--- src/rtl/pnt_pkg.sv ---
`default_nettype none

package pnt_pkg;

  localparam int unsigned VALUE_WIDTH = 16;

  localparam int unsigned CAND_W   = 16;
  localparam int unsigned TESTED_W = 16;
  localparam int unsigned SUM_W    = 19;
  localparam int unsigned SUM_MAX  = 524287;

  localparam int unsigned IN_TDATA_W  = 16;
  localparam int unsigned OUT_TDATA_W = 40;
  localparam int unsigned OUT_PAD_W   = OUT_TDATA_W - TESTED_W - SUM_W;

  // Commands from the controller to the datapath.
  typedef struct packed {
    logic load_in;
    logic init_div;
    logic div_step;
    logic acc;
    logic load_out;
  } pnt_cmd_t;

  // Status from the datapath to the controller.
  typedef struct packed {
    logic scan_done;
  } pnt_stat_t;

endpackage

`default_nettype wire

--- src/rtl/pnt_ctrl.sv ---
`default_nettype none

module pnt_ctrl #(
  parameter int unsigned VALUE_WIDTH = pnt_pkg::VALUE_WIDTH
) (
  input  wire logic              clk_i,
  input  wire logic              rst_ni,
  input  wire logic              in_valid_i,
  output logic                   in_ready_o,
  output logic                   out_valid_o,
  input  wire logic              out_ready_i,
  output pnt_pkg::pnt_cmd_t      cmd_o,
  input  pnt_pkg::pnt_stat_t     stat_i
);

  localparam int unsigned CntW = $clog2(VALUE_WIDTH);
  localparam logic [CntW-1:0] CntLast = CntW'(VALUE_WIDTH - 1);

  localparam logic [2:0] StIdle  = 3'd0;
  localparam logic [2:0] StCheck = 3'd1;
  localparam logic [2:0] StDiv   = 3'd2;
  localparam logic [2:0] StAcc   = 3'd3;
  localparam logic [2:0] StFin   = 3'd4;

  logic [2:0]      state_q, state_d;
  logic [CntW-1:0] cnt_q, cnt_d;
  logic            out_valid_q, out_valid_d;
  logic            out_free;

  assign out_free    = !out_valid_q || out_ready_i;
  assign out_valid_o = out_valid_q;
  assign in_ready_o  = (state_q == StIdle);

  always_comb begin
    state_d     = state_q;
    cnt_d       = cnt_q;
    cmd_o       = '0;
    out_valid_d = out_valid_q;
    if (out_ready_i) begin
      out_valid_d = 1'b0;
    end
    case (state_q)
      StIdle: begin
        if (in_valid_i) begin
          cmd_o.load_in = 1'b1;
          state_d       = StCheck;
        end
      end
      StCheck: begin
        if (stat_i.scan_done) begin
          state_d = StFin;
        end else begin
          cmd_o.init_div = 1'b1;
          cnt_d          = '0;
          state_d        = StDiv;
        end
      end
      StDiv: begin
        cmd_o.div_step = 1'b1;
        if (cnt_q == CntLast) begin
          state_d = StAcc;
        end else begin
          cnt_d = cnt_q + CntW'(1);
        end
      end
      StAcc: begin
        cmd_o.acc = 1'b1;
        state_d   = StCheck;
      end
      StFin: begin
        // The previous word must have left the output register first.
        if (out_free) begin
          cmd_o.load_out = 1'b1;
          out_valid_d    = 1'b1;
          state_d        = StIdle;
        end
      end
      default: begin
        state_d = StIdle;
      end
    endcase
  end

  always_ff @(posedge clk_i or negedge rst_ni) begin
    if (!rst_ni) begin
      state_q     <= StIdle;
      cnt_q       <= '0;
      out_valid_q <= 1'b0;
    end else begin
      state_q     <= state_d;
      cnt_q       <= cnt_d;
      out_valid_q <= out_valid_d;
    end
  end

endmodule

`default_nettype wire

--- src/rtl/pnt_datapath.sv ---
`default_nettype none

module pnt_datapath #(
  parameter int unsigned VALUE_WIDTH = pnt_pkg::VALUE_WIDTH
) (
  input  wire logic                          clk_i,
  input  pnt_pkg::pnt_cmd_t                  cmd_i,
  output pnt_pkg::pnt_stat_t                 stat_o,
  input  wire logic [pnt_pkg::CAND_W-1:0]    candidate_i,
  output logic      [pnt_pkg::TESTED_W-1:0]  tested_value_o,
  output logic      [pnt_pkg::SUM_W-1:0]     divisor_sum_o,
  output logic                               is_perfect_o
);

  localparam int unsigned Vw = VALUE_WIDTH;
  localparam int unsigned Sw = VALUE_WIDTH + 3;
  localparam int unsigned Cw = (Sw > pnt_pkg::SUM_W) ? Sw : pnt_pkg::SUM_W;

  logic [Vw-1:0] n_q, d_q, rem_q, sh_q;
  logic [Sw-1:0] sum_q;
  logic [Vw:0]   trial;
  logic [Vw:0]   trial_sub;
  logic          trial_ge;
  logic [Cw-1:0] sum_ext;
  logic [pnt_pkg::SUM_W-1:0] sum_sat;

  logic [pnt_pkg::TESTED_W-1:0] tested_q;
  logic [pnt_pkg::SUM_W-1:0]    sum_out_q;
  logic                         perf_q;

  // One restoring step of n mod d: bring in the next bit of n, subtract if it fits.
  assign trial     = {rem_q, sh_q[Vw-1]};
  assign trial_ge  = (trial >= {1'b0, d_q});
  assign trial_sub = trial - {1'b0, d_q};

  assign stat_o.scan_done = (d_q >= n_q);

  assign sum_ext = Cw'(sum_q);
  assign sum_sat = (sum_ext > Cw'(pnt_pkg::SUM_MAX)) ? pnt_pkg::SUM_W'(pnt_pkg::SUM_MAX)
                                                     : pnt_pkg::SUM_W'(sum_ext);

  always_ff @(posedge clk_i) begin
    if (cmd_i.load_in) begin
      n_q   <= Vw'(candidate_i);
      d_q   <= Vw'(2);
      sum_q <= Sw'(1);
    end
    if (cmd_i.init_div) begin
      rem_q <= '0;
      sh_q  <= n_q;
    end
    if (cmd_i.div_step) begin
      rem_q <= trial_ge ? Vw'(trial_sub) : Vw'(trial);
      sh_q  <= sh_q << 1;
    end
    if (cmd_i.acc) begin
      if (rem_q == '0) begin
        sum_q <= sum_q + Sw'(d_q);
      end
      d_q <= d_q + Vw'(1);
    end
    if (cmd_i.load_out) begin
      tested_q  <= pnt_pkg::TESTED_W'(n_q);
      sum_out_q <= sum_sat;
      perf_q    <= (n_q >= Vw'(2)) && (sum_q == Sw'(n_q));
    end
  end

  assign tested_value_o = tested_q;
  assign divisor_sum_o  = sum_out_q;
  assign is_perfect_o   = perf_q;

endmodule

`default_nettype wire

--- src/rtl/perfect_number_test_top.sv ---
// Aliquot-sum perfect number tester: trial division by every d from 2 to n-1.
// Throughput is one candidate at a time.
// Each trial runs a bit-serial remainder unit.
// The next candidate is taken while a finished result waits in the output register.
// Reset (rst_ni, asynchronous, active low) clears the controller and the output valid.
`default_nettype none

module perfect_number_test_top #(
  parameter int unsigned VALUE_WIDTH = pnt_pkg::VALUE_WIDTH
) (
  input  wire logic                                clk_i,
  input  wire logic                                rst_ni,
  input  wire logic                                s_axis_tvalid_i,
  output logic                                     s_axis_tready_o,
  input  wire logic [pnt_pkg::IN_TDATA_W-1:0]      s_axis_tdata_i,  // [15:0] candidate
  output logic                                     m_axis_tvalid_o,
  input  wire logic                                m_axis_tready_i,
  output logic      [pnt_pkg::OUT_TDATA_W-1:0]     m_axis_tdata_o,  // [15:0] tested_value,
                                                                    // [34:16] divisor_sum
  output logic                                     m_axis_tuser_o   // [0] is_perfect
);

  pnt_pkg::pnt_cmd_t  cmd;
  pnt_pkg::pnt_stat_t stat;

  logic [pnt_pkg::TESTED_W-1:0] tested_value;
  logic [pnt_pkg::SUM_W-1:0]    divisor_sum;

  pnt_ctrl #(
    .VALUE_WIDTH (VALUE_WIDTH)
  ) u_ctrl (
    .clk_i       (clk_i),
    .rst_ni      (rst_ni),
    .in_valid_i  (s_axis_tvalid_i),
    .in_ready_o  (s_axis_tready_o),
    .out_valid_o (m_axis_tvalid_o),
    .out_ready_i (m_axis_tready_i),
    .cmd_o       (cmd),
    .stat_i      (stat)
  );

  pnt_datapath #(
    .VALUE_WIDTH (VALUE_WIDTH)
  ) u_datapath (
    .clk_i          (clk_i),
    .cmd_i          (cmd),
    .stat_o         (stat),
    .candidate_i    (s_axis_tdata_i[pnt_pkg::CAND_W-1:0]),
    .tested_value_o (tested_value),
    .divisor_sum_o  (divisor_sum),
    .is_perfect_o   (m_axis_tuser_o)
  );

  assign m_axis_tdata_o = {{pnt_pkg::OUT_PAD_W{1'b0}}, divisor_sum, tested_value};

endmodule

`default_nettype wire

--- config.mk ---
export PLATFORM = sky130hd
export DESIGN_NAME = perfect_number_test_top
export DESIGN_NICKNAME = d
export VERILOG_FILES = /design/src/rtl/pnt_pkg.sv /design/src/rtl/pnt_ctrl.sv /design/src/rtl/pnt_datapath.sv /design/src/rtl/perfect_number_test_top.sv
export SDC_FILE = /design/constraint.sdc
export NUM_CORES = 1
export LEC_CHECK = 0
export ABC_CLOCK_PERIOD_IN_PS = 9600
export BUFFER_PORTS_ARGS = -buffer_cell sky130_fd_sc_hd__buf_4
export CAP_MARGIN = 5
export CORE_MARGIN = 1.5
export CORE_UTILIZATION = 60
export DETAILED_ROUTE_END_ITERATION = 10
export GPL_TIMING_DRIVEN = 1
export HOLD_SLACK_MARGIN = 0.15
export PLACE_DENSITY = 0.8
export SLEW_MARGIN = 10
export SYNTH_ARGS = -nofsm -noshare
export SYNTH_HDL_FRONTEND = slang
export SYNTH_SLANG_ARGS = --single-unit
--- constraint.sdc ---
create_clock -name clk_i -period 9.6 [get_ports clk_i]
set_input_delay 1.44 -clock clk_i [delete_from_list [all_inputs] [get_ports clk_i]]
set_output_delay 1.44 -clock clk_i [all_outputs]
set_load 0.05 [all_outputs]
==> impl_metrics.toml <==
[clock_network]
cts_buffers = 17
cts.path.max_buffers = 2
htree_levels = 4
path_clk_slew_ps = 60
cts_tree = "done"
cts_root_buf = "clkbuf_16"
cts_resized = 0
clk_latency_ps = 420
clock-sinks = 127
postCtsHoldBufs = 0
cts_setup_buffers = 0

[logic_synthesis]
synth_cell_types = 55
synth-async-reset-ratio_pct = 6.30
avgSynthCellArea_um2 = 10.6
synth_seq_cells = 127
synth_ff_type = "edfxtp_1"
yosys_warnings = 0
syn_area_um2 = 7120
postSynthCellCount = 674
synth_seq_area_share_pct = 50.2
synth_edf_count = 99

[detailed_routing]
num_vias = 5435
drt_iter0_markers = 463
drc = 8
wl_per_cell_um = 19.7
routed_wirelength_mm = 17.2
ant_nets = 0
vias_per_cell = 6.25
firstDrtPassIters = 8

[die]
ios = 63
fp-row-count = 39
core_um2 = 11500
start_util_pct = 61.8
fp.dieH_um = 112
die_x_um = 112
die_area_um2 = 12500

[timing]
fin_crit_ps = 3420
tightest_slew_ps = 1220
fmax_mhz = 293
setup_violations = 0
max_slew_margin_pct = 18.5
tns_ps = 0
rsz0062_at_grt = "no"
fin_crit_sh_pct = 35.6
finClkSkew_ps = 9.79
hold_viol_final = 0
slew_violations = 0

[pwr]
cellPowerDensity_nw_per_um2 = 358
ir_drop_v = 0.000334
power_uw = 2940
leakagePower_uw = 0.00330

[hold_path]
hold_end = "u_datapath.sh_q[0]$_SDFFE_PP0N_"
hold_depth = 2
min-delay-start = "u_datapath.sh_q[0]$_SDFFE_PP0N_"
hp-class = "flop to flop"

[critical_path]
cp-startpoint = "u_datapath.d_q[6]$_SDFFCE_PN0P_"
reg2reg_to = "u_datapath.rem_q[4]$_SDFFCE_PN0P_"
path_class = "flop to flop"
cp.arrival_ps = 3570
ff2ff_path_depth = 9
cp_common_cell = "a21oi_1"
required_ps = 9750
cp_max_fo = 22
slowest_stage = "a41oi_2"
critical_path.cell_chain = "inv_1, ha_1, a21oi_1, o21bai_1, a21oi_1, o21ai_0, a41oi_2, mux2i_1, nor2_1"
r2r_start = "u_datapath.d_q[6]$_SDFFCE_PN0P_"
worstSetupEndpointType = "flop"
slowest_delay_ps = 1000
worst_setup_path_start_kind = "flop"
reg2reg_slack_ps = 6180

[run]
cap_viol_max_count = 0

[place]
placed_cells = 838
port_buffers = 57
place_hpwl_mm = 12.1
globalplace.congestion = 0.947

[outcome]
status = "complete, but fails checks"
violations = "design-rule violations"

[cells_and_area]
area_growth_pct = 15.4
stdcell_count = 870
antenna_cells = 0
nets = 786
drive_gt1_share_pct = 14.4

[grt]
first_global_vias = 5244
grt_usage_pct = 28.6
grt_max_degree = 37
grt_pass1_wl_mm = 27.2
antenna_found_initial = 0
grt-ovfl-total = 0
worst max-delay path: cells and delay by family, from the launching register on:
kind,cells,cell delay (ps)
AOI/OAI and AO/OA,5,1720
DFF,1,490
adders and majority gates,1,350
muxes,1,300
buffers and inverters,1,210
and+or+nand+nor,1,60
synthesized netlist by cell type, types with 5 or more instances:
| cell type | count | area [um^2] |
|---|---|---|
| edfxtp_1 | 99 | 2970 |
| ha_1 | 50 | 626 |
| nor2_1 | 48 | 180 |
| a21oi_1 | 46 | 230 |
| inv_1 | 46 | 173 |
| o21ai_0 | 41 | 205 |
| nand2_1 | 38 | 143 |
| nand3_1 | 34 | 170 |
| xnor2_1 | 34 | 298 |
| clkbuf_1 | 31 | 116 |
| xor2_1 | 22 | 193 |
| dfxtp_1 | 20 | 400 |
| nor3_1 | 16 | 80.1 |
| mux2i_1 | 11 | 110 |
| nand4_1 | 11 | 68.8 |
| a21o_1 | 10 | 75.1 |
| a22o_1 | 10 | 87.6 |
| nor4_1 | 10 | 62.6 |
| dfrtp_1 | 8 | 200 |
| a31oi_1 | 7 | 43.8 |
| nand2b_1 | 6 | 37.5 |
| a22o_2 | 5 | 50.1 |
| and3_1 | 5 | 31.3 |
| buf_4 | 5 | 37.5 |
| nor2b_1 | 5 | 31.3 |
| o211ai_1 | 5 | 37.5 |
cell usage in the layout (no fill, tap or decap), types with 4 or more instances in the layout:
master,Yosys,final
dfxtp_1,20,20
xor2_1,22,22
a31oi_1,7,7
bufinv_16,0,4
conb_1,1,5
nand4_1,11,11
o21bai_1,4,4
a21oi_1,46,45
and3_1,5,5
nand3_1,34,34
o21ai_0,41,40
edfxtp_1,99,99
nor2b_1,5,5
clkinvlp_4,0,4
xnor2_1,34,34
a22o_2,5,5
nor4_1,10,10
buf_4,5,58
ha_1,50,50
inv_1,46,46
nor2_1,48,48
clkbuf_16,0,17
o211ai_1,5,5
and2_1,4,4
mux2i_1,11,11
nor3_1,16,16
a211oi_1,4,4
dfrtp_1,8,8
a22o_1,10,10
nand2b_1,6,6
a21o_1,10,10
nand2_1,38,38
report_power, final:
group	leakage, uW	switching (uW)	internal [uW]
Combinational	0.00180	797	476
Sequential	0.00120	163	825
Clock	0.000296	240	440
flip-flops by register name, summed over array words and instances, names as in the netlist, 3 cells and up:
name / flops
u_datapath.divisor_sum_o: 19
u_datapath.tested_value_o: 16
u_datapath.sh_q: 16
u_datapath.d_q: 16
u_datapath.sum_ext: 19
u_ctrl.cnt_q: 4
u_datapath.n_q: 16
u_datapath.rem_q: 16
u_ctrl.state_q: 3
per-stage QoR:
stage,util (%),area (um^2),setup WS (ps),hold slack [ps]
3_3_place_gp,65.9,7590,6330,452
2_1_floorplan,-,7130,5010,440
4_1_cts,71.3,8220,6200,492
5_1_grt,71.3,8220,5980,517
6_report,71.3,8220,6180,493
3_5_place_dp,65.9,7590,6210,454
cells by family after synthesis:
logic type / Yosys count / synth area share, %
compound gates: 151 / 14.0
flops: 127 / 50.2
xor+xnor: 56 / 6.89
mux: 11 / 1.55
fa+ha+maj: 52 / 9.35
buf+inv: 87 / 4.99
other cells: 1 / 0.0527
simple gates: 189 / 13.0
area by class of cell:
type / instances / area [um^2]
Clock buffer: 18 / 439
Clock inverter: 14 / 190
Timing Repair Buffer: 58 / 435
Tap cell: 143 / 179
Inverter: 46 / 173
Multi-Input combinational cell: 464 / 3230
Sequential cell: 127 / 3570
Fill cell: 808 / 3300
worst max-delay path by stage:
stage	depth (start not counted)	endpoint	slack [ps]
after floorplan	8	u_datapath.rem_q[0]$_SDFFCE_PN0P_	5010
after CTS	9	u_datapath.rem_q[14]$_SDFFCE_PN0P_	6200
final	9	u_datapath.rem_q[4]$_SDFFCE_PN0P_	6180
after global placement	9	u_datapath.rem_q[9]$_SDFFCE_PN0P_	6330
after global routing	9	u_datapath.rem_q[4]$_SDFFCE_PN0P_	5980
after detailed placement	6	u_datapath.sum_ext[16]$_DFF_P_	6210
per-layer routing:
layer | share of wire (%) | global-route usage, %
met2 | 47 | 44.5
met5 | 0 | 0
met4 | 3.0 | 13.2
met1 | 42 | 37.6
met3 | 8.6 | 7.57
(Power assumes the default switching activity.)
